## config.mk

```make
export PLATFORM = sky130hd
export DESIGN_NAME = tick_task_slot_scheduler
export DESIGN_NICKNAME = d
export VERILOG_FILES = /design/src/hw/rtl/ttss_pkg.sv /design/src/hw/rtl/ttss_ctrl.sv /design/src/hw/rtl/ttss_datapath.sv /design/src/hw/rtl/tick_task_slot_scheduler.sv
export VERILOG_INCLUDE_DIRS = /design/src /design/src/hw/rtl
export SDC_FILE = /design/constraint.sdc
export NUM_CORES = 2
export LEC_CHECK = 0
export ABC_CLOCK_PERIOD_IN_PS = 6300
export BUFFER_PORTS_ARGS = -buffer_cell sky130_fd_sc_hd__buf_2
export CORE_MARGIN = 2
export CORE_UTILIZATION = 50
export CTS_CLUSTER_DIAMETER = 150
export DETAILED_ROUTE_END_ITERATION = 6
export GPL_ROUTABILITY_DRIVEN = 0
export MAX_ROUTING_LAYER = met4
export PLACE_DENSITY_LB_ADDON = 0.1
export SETUP_SLACK_MARGIN = 0.3
export SLEW_MARGIN = 20
export SYNTH_ARGS = -nofsm -noshare
export SYNTH_HDL_FRONTEND = slang
export SYNTH_SLANG_ARGS = --single-unit
```

## constraint.sdc

```tcl
create_clock -name i_clk -period 6.3 [get_ports i_clk]
set_clock_uncertainty 0.1 [all_clocks]
set_input_delay 0.63 -clock i_clk [delete_from_list [all_inputs] [get_ports i_clk]]
set_output_delay 0.63 -clock i_clk [all_outputs]
set_load 0.01 [all_outputs]
```

## src/hw/rtl/assert_macros.svh

```systemverilog
// Assertion macros shared by the scheduler RTL files.
`ifndef ASSERT_MACROS_SVH
`define ASSERT_MACROS_SVH

// Checks a property on every rising clock edge outside reset.
`define ASSERT_CLK(label, prop, msg) \
    label: assert property (@(posedge i_clk) disable iff (!i_rst_n) (prop)) \
        else $error(msg);

// Checks an implication whose consequent is sampled in the cycle after the antecedent.
`define ASSERT_NEXT(label, ante, cons, msg) \
    label: assert property (@(posedge i_clk) disable iff (!i_rst_n) \
        (ante) |=> (cons)) else $error(msg);

`endif

```

## src/hw/rtl/ttss_pkg.sv

```systemverilog
// Package with the shared constants, codes and interface types of the slot scheduler.
package ttss_pkg;

    localparam int NUM_SLOTS     = 16;
    localparam int HANDLE_WIDTH  = 16;
    localparam int SLOT_W        = (NUM_SLOTS > 1) ? $clog2(NUM_SLOTS) : 1;
    localparam int HANDLE_PORT_W = 16;
    localparam int TIME_W        = 32;
    localparam int INDEX_W       = 8;
    localparam int OUT_SLOT_W    = 5;

    typedef enum logic [1:0] {
        ACT_ADD      = 2'd0,
        ACT_DELETE   = 2'd1,
        ACT_TICK     = 2'd2,
        ACT_DISPATCH = 2'd3
    } t_action;

    typedef enum logic [2:0] {
        KIND_ADD    = 3'd0,
        KIND_DELETE = 3'd1,
        KIND_TICK   = 3'd2,
        KIND_RUN    = 3'd3,
        KIND_IDLE   = 3'd4
    } t_kind;

    typedef enum logic [1:0] {
        ST_IDLE = 2'b01,
        ST_SCAN = 2'b10
    } t_state;

    typedef struct packed {
        logic start;
        logic step;
    } t_cmd;

    typedef struct packed {
        logic emit;
        logic last;
        logic out_free;
    } t_status;

endpackage

```

## src/hw/rtl/ttss_ctrl.sv

```systemverilog
// Controller state machine that sequences the slot scan of one command.
`include "assert_macros.svh"

module ttss_ctrl (
    input  logic              i_clk,
    input  logic              i_rst_n,
    input  logic              i_in_valid,
    output logic              o_in_ready,
    input  ttss_pkg::t_status i_status,
    output ttss_pkg::t_cmd    o_cmd
);
    import ttss_pkg::*;

    t_state r_state;
    t_state n_state;
    logic   w_step;

    assign o_in_ready  = (r_state == ST_IDLE);
    assign w_step      = (r_state == ST_SCAN) && (!i_status.emit || i_status.out_free);
    assign o_cmd.start = i_in_valid && o_in_ready;
    assign o_cmd.step  = w_step;

    always_comb begin
        n_state = r_state;
        unique case (r_state)
            ST_IDLE: begin
                if (i_in_valid) begin
                    n_state = ST_SCAN;
                end
            end
            ST_SCAN: begin
                if (w_step && i_status.emit && i_status.last) begin
                    n_state = ST_IDLE;
                end
            end
            default: n_state = ST_IDLE;
        endcase
    end

    always_ff @(posedge i_clk) begin
        if (!i_rst_n) begin
            r_state <= ST_IDLE;
        end else begin
            r_state <= n_state;
        end
    end

    `ASSERT_NEXT(a_last_ends_scan, w_step && i_status.emit && i_status.last,
        r_state == ST_IDLE, "scan did not end after the final result")
    `ASSERT_NEXT(a_start_begins_scan, o_cmd.start, r_state == ST_SCAN,
        "accepted command did not start a scan")

endmodule

```

## src/hw/rtl/ttss_datapath.sv

```systemverilog
// Datapath with the slot table, the command register, the scan index and the result register.
`include "assert_macros.svh"

module ttss_datapath (
    input  logic                                i_clk,
    input  logic                                i_rst_n,
    input  ttss_pkg::t_cmd                      i_cmd,
    output ttss_pkg::t_status                   o_status,
    input  logic [1:0]                          i_action,
    input  logic [ttss_pkg::HANDLE_PORT_W-1:0]  i_handle,
    input  logic [ttss_pkg::TIME_W-1:0]         i_start_delay,
    input  logic [ttss_pkg::TIME_W-1:0]         i_repeat_period,
    input  logic [ttss_pkg::INDEX_W-1:0]        i_slot_index,
    output logic                                o_out_valid,
    input  logic                                i_out_ready,
    output logic [2:0]                          o_result_kind,
    output logic [ttss_pkg::OUT_SLOT_W-1:0]     o_out_slot,
    output logic [ttss_pkg::HANDLE_PORT_W-1:0]  o_out_handle,
    output logic                                o_ok,
    output logic                                o_last
);
    import ttss_pkg::*;

    // Slot table.
    logic [HANDLE_WIDTH-1:0] r_slot_handle [NUM_SLOTS];
    logic [TIME_W-1:0]       r_slot_count  [NUM_SLOTS];
    logic [TIME_W-1:0]       r_slot_period [NUM_SLOTS];
    logic [NUM_SLOTS-1:0]    r_slot_ready;

    // Command held for the length of its scan.
    t_action                 r_action;
    logic [HANDLE_WIDTH-1:0] r_handle;
    logic [TIME_W-1:0]       r_delay;
    logic [TIME_W-1:0]       r_period;
    logic [INDEX_W-1:0]      r_index;
    logic [SLOT_W-1:0]       r_idx;

    // Result register.
    logic                     r_out_valid;
    t_kind                    r_kind;
    logic [OUT_SLOT_W-1:0]    r_out_slot;
    logic [HANDLE_PORT_W-1:0] r_out_handle;
    logic                     r_ok;
    logic                     r_last;

    logic [SLOT_W-1:0]       w_addr;
    logic [HANDLE_WIDTH-1:0] w_cur_handle;
    logic [TIME_W-1:0]       w_cur_count;
    logic [TIME_W-1:0]       w_cur_period;
    logic                    w_cur_ready;
    logic                    w_occupied;
    logic                    w_in_range;
    logic                    w_end_slot;
    logic                    w_ready_above;
    logic                    w_emit;
    logic                    w_last;
    t_kind                   w_kind;
    logic [OUT_SLOT_W-1:0]   w_slot;
    logic [HANDLE_PORT_W-1:0] w_hout;
    logic                    w_ok;
    logic [NUM_SLOTS-1:0]    w_occ_vec;

    assign w_in_range   = (32'(r_index) < NUM_SLOTS);
    assign w_addr       = (r_action == ACT_DELETE) ? r_index[SLOT_W-1:0] : r_idx;
    assign w_cur_handle = r_slot_handle[w_addr];
    assign w_cur_count  = r_slot_count[w_addr];
    assign w_cur_period = r_slot_period[w_addr];
    assign w_cur_ready  = r_slot_ready[w_addr];
    assign w_occupied   = (w_cur_handle != '0);
    assign w_end_slot   = (r_idx == SLOT_W'(NUM_SLOTS - 1));
    assign w_ready_above = (((r_slot_ready >> r_idx) >> 1) != '0);

    always_comb begin
        w_emit = 1'b0;
        w_last = 1'b1;
        w_kind = KIND_ADD;
        w_slot = '0;
        w_hout = '0;
        w_ok   = 1'b0;
        unique case (r_action)
            ACT_ADD: begin
                w_kind = KIND_ADD;
                if (!w_occupied) begin
                    w_emit = 1'b1;
                    w_slot = OUT_SLOT_W'(r_idx);
                end else if (w_end_slot) begin
                    w_emit = 1'b1;
                    w_slot = OUT_SLOT_W'(NUM_SLOTS);
                end
            end
            ACT_DELETE: begin
                w_kind = KIND_DELETE;
                w_emit = 1'b1;
                w_slot = r_index[OUT_SLOT_W-1:0];
                w_ok   = w_in_range && w_occupied;
            end
            ACT_TICK: begin
                w_kind = KIND_TICK;
                w_emit = w_end_slot;
            end
            ACT_DISPATCH: begin
                if (w_cur_ready) begin
                    w_kind = KIND_RUN;
                    w_emit = 1'b1;
                    w_slot = OUT_SLOT_W'(r_idx);
                    w_hout = HANDLE_PORT_W'(w_cur_handle);
                    w_last = !w_ready_above;
                end else begin
                    w_kind = KIND_IDLE;
                    w_emit = w_end_slot;
                end
            end
            default: w_emit = 1'b0;
        endcase
    end

    assign o_status.emit     = w_emit;
    assign o_status.last     = w_last;
    assign o_status.out_free = !r_out_valid || i_out_ready;

    always_ff @(posedge i_clk) begin
        if (i_cmd.start) begin
            r_action <= t_action'(i_action);
            r_handle <= HANDLE_WIDTH'(i_handle);
            r_delay  <= i_start_delay;
            r_period <= i_repeat_period;
            r_index  <= i_slot_index;
            r_idx    <= '0;
        end else if (i_cmd.step) begin
            r_idx <= r_idx + SLOT_W'(1);
        end
    end

    always_ff @(posedge i_clk) begin
        if (i_cmd.step) begin
            unique case (r_action)
                ACT_ADD: begin
                    if (!w_occupied) begin
                        r_slot_count[w_addr]  <= r_delay;
                        r_slot_period[w_addr] <= r_period;
                    end
                end
                ACT_TICK: begin
                    if (w_occupied) begin
                        if (w_cur_count == '0) begin
                            if (w_cur_period != '0) begin
                                r_slot_count[w_addr] <= w_cur_period;
                            end
                        end else begin
                            r_slot_count[w_addr] <= w_cur_count - TIME_W'(1);
                        end
                    end
                end
                default: ;
            endcase
        end
    end

    always_ff @(posedge i_clk) begin
        if (!i_rst_n) begin
            for (int s = 0; s < NUM_SLOTS; s++) begin
                r_slot_handle[s] <= '0;
            end
            r_slot_ready <= '0;
        end else if (i_cmd.step) begin
            unique case (r_action)
                ACT_ADD: begin
                    if (!w_occupied) begin
                        r_slot_handle[w_addr] <= r_handle;
                    end
                end
                ACT_DELETE: begin
                    if (w_ok) begin
                        r_slot_handle[w_addr] <= '0;
                        r_slot_ready[w_addr]  <= 1'b0;
                    end
                end
                ACT_TICK: begin
                    if (w_occupied && (w_cur_count == '0)) begin
                        r_slot_ready[w_addr] <= 1'b1;
                    end
                end
                ACT_DISPATCH: begin
                    if (w_cur_ready) begin
                        r_slot_ready[w_addr] <= 1'b0;
                        if (w_cur_period == '0) begin
                            r_slot_handle[w_addr] <= '0;
                        end
                    end
                end
                default: ;
            endcase
        end
    end

    always_ff @(posedge i_clk) begin
        if (!i_rst_n) begin
            r_out_valid <= 1'b0;
        end else if (i_cmd.step && w_emit) begin
            r_out_valid <= 1'b1;
        end else if (i_out_ready) begin
            r_out_valid <= 1'b0;
        end
    end

    always_ff @(posedge i_clk) begin
        if (i_cmd.step && w_emit) begin
            r_kind       <= w_kind;
            r_out_slot   <= w_slot;
            r_out_handle <= w_hout;
            r_ok         <= w_ok;
            r_last       <= w_last;
        end
    end

    assign o_out_valid   = r_out_valid;
    assign o_result_kind = r_kind;
    assign o_out_slot    = r_out_slot;
    assign o_out_handle  = r_out_handle;
    assign o_ok          = r_ok;
    assign o_last        = r_last;

    always_comb begin
        for (int s = 0; s < NUM_SLOTS; s++) begin
            w_occ_vec[s] = (r_slot_handle[s] != '0);
        end
    end

    `ASSERT_CLK(a_ready_needs_task, (r_slot_ready & ~w_occ_vec) == '0,
        "a free slot is marked ready")
    `ASSERT_CLK(a_no_overwrite, !(i_cmd.step && w_emit) || o_status.out_free,
        "result register loaded while it still holds a pending transfer")

endmodule

```

## src/hw/rtl/tick_task_slot_scheduler.sv

```systemverilog
// Top level of the tick-driven task slot scheduler.
//
//  Channel | Direction | Handshake                  | Payload
//  input   | in        | i_in_valid / o_in_ready    | i_action, i_handle, i_start_delay,
//          |           |                            | i_repeat_period, i_slot_index
//  output  | out       | o_out_valid / i_out_ready  | o_result_kind, o_out_slot,
//          |           |                            | o_out_handle, o_ok, o_last
//
// A command is taken in the idle state and visits one slot per cycle unless the scan stalls:
// delete takes one step, add stops at the first free slot or, when full, at the last slot,
// tick walks all NUM_SLOTS slots, dispatch stops at the last ready slot or walks them all.
// Each result goes to an output register; the scan stalls only when a new result meets a
// pending transfer, and the next command is taken while the last result still waits.
// Reset clears the slot handles, the ready flags, the controller and the output valid.
module tick_task_slot_scheduler (
    input  logic                                i_clk,
    input  logic                                i_rst_n,
    input  logic                                i_in_valid,
    output logic                                o_in_ready,
    input  logic [1:0]                          i_action,
    input  logic [ttss_pkg::HANDLE_PORT_W-1:0]  i_handle,
    input  logic [ttss_pkg::TIME_W-1:0]         i_start_delay,
    input  logic [ttss_pkg::TIME_W-1:0]         i_repeat_period,
    input  logic [ttss_pkg::INDEX_W-1:0]        i_slot_index,
    output logic                                o_out_valid,
    input  logic                                i_out_ready,
    output logic [2:0]                          o_result_kind,
    output logic [ttss_pkg::OUT_SLOT_W-1:0]     o_out_slot,
    output logic [ttss_pkg::HANDLE_PORT_W-1:0]  o_out_handle,
    output logic                                o_ok,
    output logic                                o_last
);
    import ttss_pkg::*;

    t_cmd    w_cmd;
    t_status w_status;

    ttss_ctrl u_ctrl (
        .i_clk      (i_clk),
        .i_rst_n    (i_rst_n),
        .i_in_valid (i_in_valid),
        .o_in_ready (o_in_ready),
        .i_status   (w_status),
        .o_cmd      (w_cmd)
    );

    ttss_datapath u_datapath (
        .i_clk           (i_clk),
        .i_rst_n         (i_rst_n),
        .i_cmd           (w_cmd),
        .o_status        (w_status),
        .i_action        (i_action),
        .i_handle        (i_handle),
        .i_start_delay   (i_start_delay),
        .i_repeat_period (i_repeat_period),
        .i_slot_index    (i_slot_index),
        .o_out_valid     (o_out_valid),
        .i_out_ready     (i_out_ready),
        .o_result_kind   (o_result_kind),
        .o_out_slot      (o_out_slot),
        .o_out_handle    (o_out_handle),
        .o_ok            (o_ok),
        .o_last          (o_last)
    );

endmodule

```

==> flow_metrics.env <==
export IMPL_yosysTopAreaCell="edfxtp_1"
export IMPL_vias=33600
export IMPL_cts_root_buf="clkbuf_16"
export IMPL_met3_usage_pct=5.14
export IMPL_r2r_slack_ns=0.54
export IMPL_area_delta_synth_final_pct=16.1
export IMPL_antenna_left=0
export IMPL_crit_chain="and2b_2 > mux2i_4 > buf_12 > buf_12 > buf_4 > a22oi_1 > a21oi_1 > nor4_1 > nand2_1 > nor3_2 > nand4_4 > o21bai_4 > buf_4 > inv_1 > o221a_1"
export IMPL_drt_iter0_markers=4383
export IMPL_syn_inst=3452
export IMPL_finalInstanceArea_mm2=0.0635
export IMPL_endpoint_kind="flip-flop"
export IMPL_grt_use_met2_pct=43.4
export IMPL_crit_type="reg -> reg"
export IMPL_startpoint_type="flip-flop"
export IMPL_dieArea_mm2=0.112
export IMPL_synth_edf_count=1396
export IMPL_period_share_pct=91.4
export IMPL_hpwl_um=89800
export IMPL_synth_seq_area_share_pct=77.5
export IMPL_cellLeakagePower_nw=19.9
export IMPL_whs_path_depth=1
export IMPL_synth_area_per_cell_um2=15.8
export IMPL_drc_errors=3
export IMPL_grt_max_degree=96
export IMPL_firstDrtPassIters=7
export IMPL_drive_gt1_share_pct=16.2
export IMPL_hold_path_class="in -> reg"
export IMPL_gr_total_overflow=0
export IMPL_rsz0062_at_grt="false"
export IMPL_hold_end="u_datapath.r_delay[20]"
export IMPL_critPathMaxFanout=43
export IMPL_cts_buffers=147
export IMPL_peakVddDrop_mv=0.216
export IMPL_clk_pin_slew_ns=0.06
export IMPL_layout_commonest_cell="edfxtp_1"
export IMPL_drt_wl_total_um=155000
export IMPL_fin_crit_ns=5.76
export IMPL_die_w_um=335
export IMPL_cts_tree="yes"
export IMPL_use_met1_pct=39.0
export IMPL_grt_busiest_layer="met2"
export IMPL_setup_viol=0
export IMPL_core_mm2=0.109
export IMPL_synth_area_leaders="edfxtp_1 (77%), a22oi_1 (8.8%), a21oi_1 (3.1%)"
export IMPL_violations="DRC"
export IMPL_rr_startpoint="u_datapath.r_action[0]"
export IMPL_netlist_area_leader_share_pct=76.6
export IMPL_synth_seq_cells=1419
export IMPL_outcome="complete, but fails checks"
export IMPL_max_freq_ghz=0.174
export IMPL_cpMaxStageDelayCell="nor4_1"
export IMPL_cp_data_required_time_ns=6.61
export IMPL_io_buffers=121
export IMPL_routed_via_density=6.36
export IMPL_place_area_mm2=0.0580
export IMPL_min_from="i_start_delay[20]"
export IMPL_row_count=121
export IMPL_power_total_mw=20.6
export IMPL_antenna_found_initial=2
export IMPL_start_util_pct=50.3
export IMPL_synthArstFlopShare_pct=0
export IMPL_dieHeight_um=335
export IMPL_syn_num_nets=3548
export IMPL_wl_per_cell_um=29.3
export IMPL_grt_pass1_wl_um=223000
export IMPL_dominantRegCellSynth="edfxtp_1"
export IMPL_grt_pass1_vias=32800
export IMPL_crit_arrival_ns=6.07
export IMPL_r2r_end="u_datapath.r_slot_count[6][19]"
export IMPL_worstMarginPinSlew_ns=1.10
export IMPL_ff2ff_path_depth=15
export IMPL_design_portCount=122
export IMPL_yosysWarnings=0
export IMPL_nNetsFinal=3852
export IMPL_pwr_density_cell_mw_per_mm2=324
export IMPL_drv_slew=0
export IMPL_clk_path_buf_depth=3
export IMPL_finalSetupTns_ns=0
export IMPL_synthesis_area_mm2=0.0547
export IMPL_yosysUniqueCellTypes=74
export IMPL_mostFrequentLayoutCells="edfxtp_1 (1396), a22oi_1 (642), a21oi_1 (338)"
export IMPL_htreeDepth=4
export IMPL_clk_latency_ns=0.76
export IMPL_hold_viol=0
export IMPL_cts_sinks=1419
export IMPL_slew_headroom_pct=26.3
export IMPL_grtUsageTotal_pct=28.3
export IMPL_maxCapViolCount=0
export IMPL_cpPeakStageDelay_ns=0.68
## kinds of logic (layout without fill, tap and decap cells)
logic type,count (synthesis),in the layout,share of synthesized area [%]
AOI/OAI and AO/OA,1105,1105,13.7
xor gates and xnor gates,31,31,0.496
adders and majority gates,2,2,0.0457
buffers and inverters,275,693,2.57
DFF,1419,1419,77.5
muxes,4,4,0.0778
other,0,3,0
and+or+nand+nor,616,616,5.60
## synth_stat cells (3+ instances only)
master	instances
a211oi_1	3
a21boi_0	7
a21boi_1	10
a21oi_1	338
a221o_1	4
a22o_1	9
a22oi_1	642
a31oi_1	3
buf_1	13
buf_2	113
buf_4	20
buf_6	21
clkbuf_1	80
dfxtp_1	23
edfxtp_1	1396
inv_1	27
nand2_1	100
nand2b_1	3
nand3_1	21
nand3_2	14
nand4_1	23
nor2_1	325
nor2b_1	6
nor3_1	16
nor4_1	59
nor4_2	22
nor4_4	4
o211ai_1	8
o21a_1	5
o21ai_0	19
o21ai_1	3
o22a_1	5
o22ai_1	14
o22ai_2	6
o311ai_0	8
xnor2_1	15
xor2_1	16
## area by class of cell
cell class,count,area [um2]
inverters,28,105
fillers,8325,45200
multi-input cells,1758,11200
flip-flops and latches,1419,42400
repair buffers,402,3550
diodes,3,7.51
well taps,1414,1770
clock inverters,74,553
clock buffers,189,3930
## critical path, delay by kind of cell, from the launching register on
family	cells	cell delay [ns]
flops	1	0.56
mux	1	0.25
buf+inv	5	1.19
simple gates	5	2.09
compound gates	4	1.14
## registers in the layout, indices dropped and copies added (netlist names), named ones only
name / flops
u_datapath.o_result_kind: 3
u_datapath.o_out_slot: 5
u_datapath.o_ok: 1
u_datapath.r_delay: 32
u_datapath.r_period: 32
u_datapath.r_slot_count: 512
u_datapath.r_index: 8
u_datapath.r_slot_period: 512
u_ctrl.r_state: 2
u_datapath.o_out_handle: 16
u_datapath.r_action: 2
u_datapath.r_handle: 16
u_datapath.o_last: 1
u_datapath.r_idx: 4
u_datapath.o_out_valid: 1
u_datapath.r_slot_handle: 256
## timing repair
item	CTS	global route
pin swaps	0	3
gates resized for setup	1	10
hold endpoints to repair	88	0
setup endpoints to repair	32	545
hold buffers	88	0
setup buffers	0	3
## metrics by stage
| stage | util (%) | worst slack, ns | instances | hold slack (ns) |
|---|---|---|---|---|
| global placement | 53.3 | -0.0268 | 4927 | 0.383 |
| detailed placement | 53.4 | 0.262 | 4928 | 0.385 |
| CTS | 58.3 | 0.316 | 5279 | 0.00990 |
| global route | 58.4 | 0.304 | 5286 | 0.0159 |
| floorplan | - | 1.03 | 3452 | 0.347 |
| finish | 58.4 | 0.540 | 5287 | 0.0438 |
## power breakdown
group | internal (mW) | total (mW) | switching, mW
logic | 0.555 | 1.70 | 1.15
clock network | 4.65 | 8.17 | 3.52
registers | 10.6 | 10.7 | 0.121
## worst max path at each step
stage,start,end,cells after the start
6_report,u_datapath.r_action[0],u_datapath.r_slot_count[6][19],15
5_1_grt,u_datapath.r_idx[0],u_datapath.r_slot_count[10][19],13
4_1_cts,u_datapath.r_action[1],u_datapath.r_slot_handle[12][8],15
3_5_place_dp,u_datapath.r_action[1],u_datapath.r_slot_handle[12][8],15
3_3_place_gp,u_datapath.r_action[1],u_datapath.r_slot_handle[13][8],15
2_1_floorplan,u_datapath.r_index[0],u_datapath.r_slot_count[0][0],19
## layer usage
| layer | up-vias | part of all wire, % |
|---|---|---|
| met5 | - | 0 |
| met4 | 0 | 2.5 |
| met3 | 267 | 9.0 |
| met2 | 1767 | 47 |
| met1 | 17100 | 41 |
| li1 | 14500 | - |
Note: power is estimated with default switching activity, not from simulation.
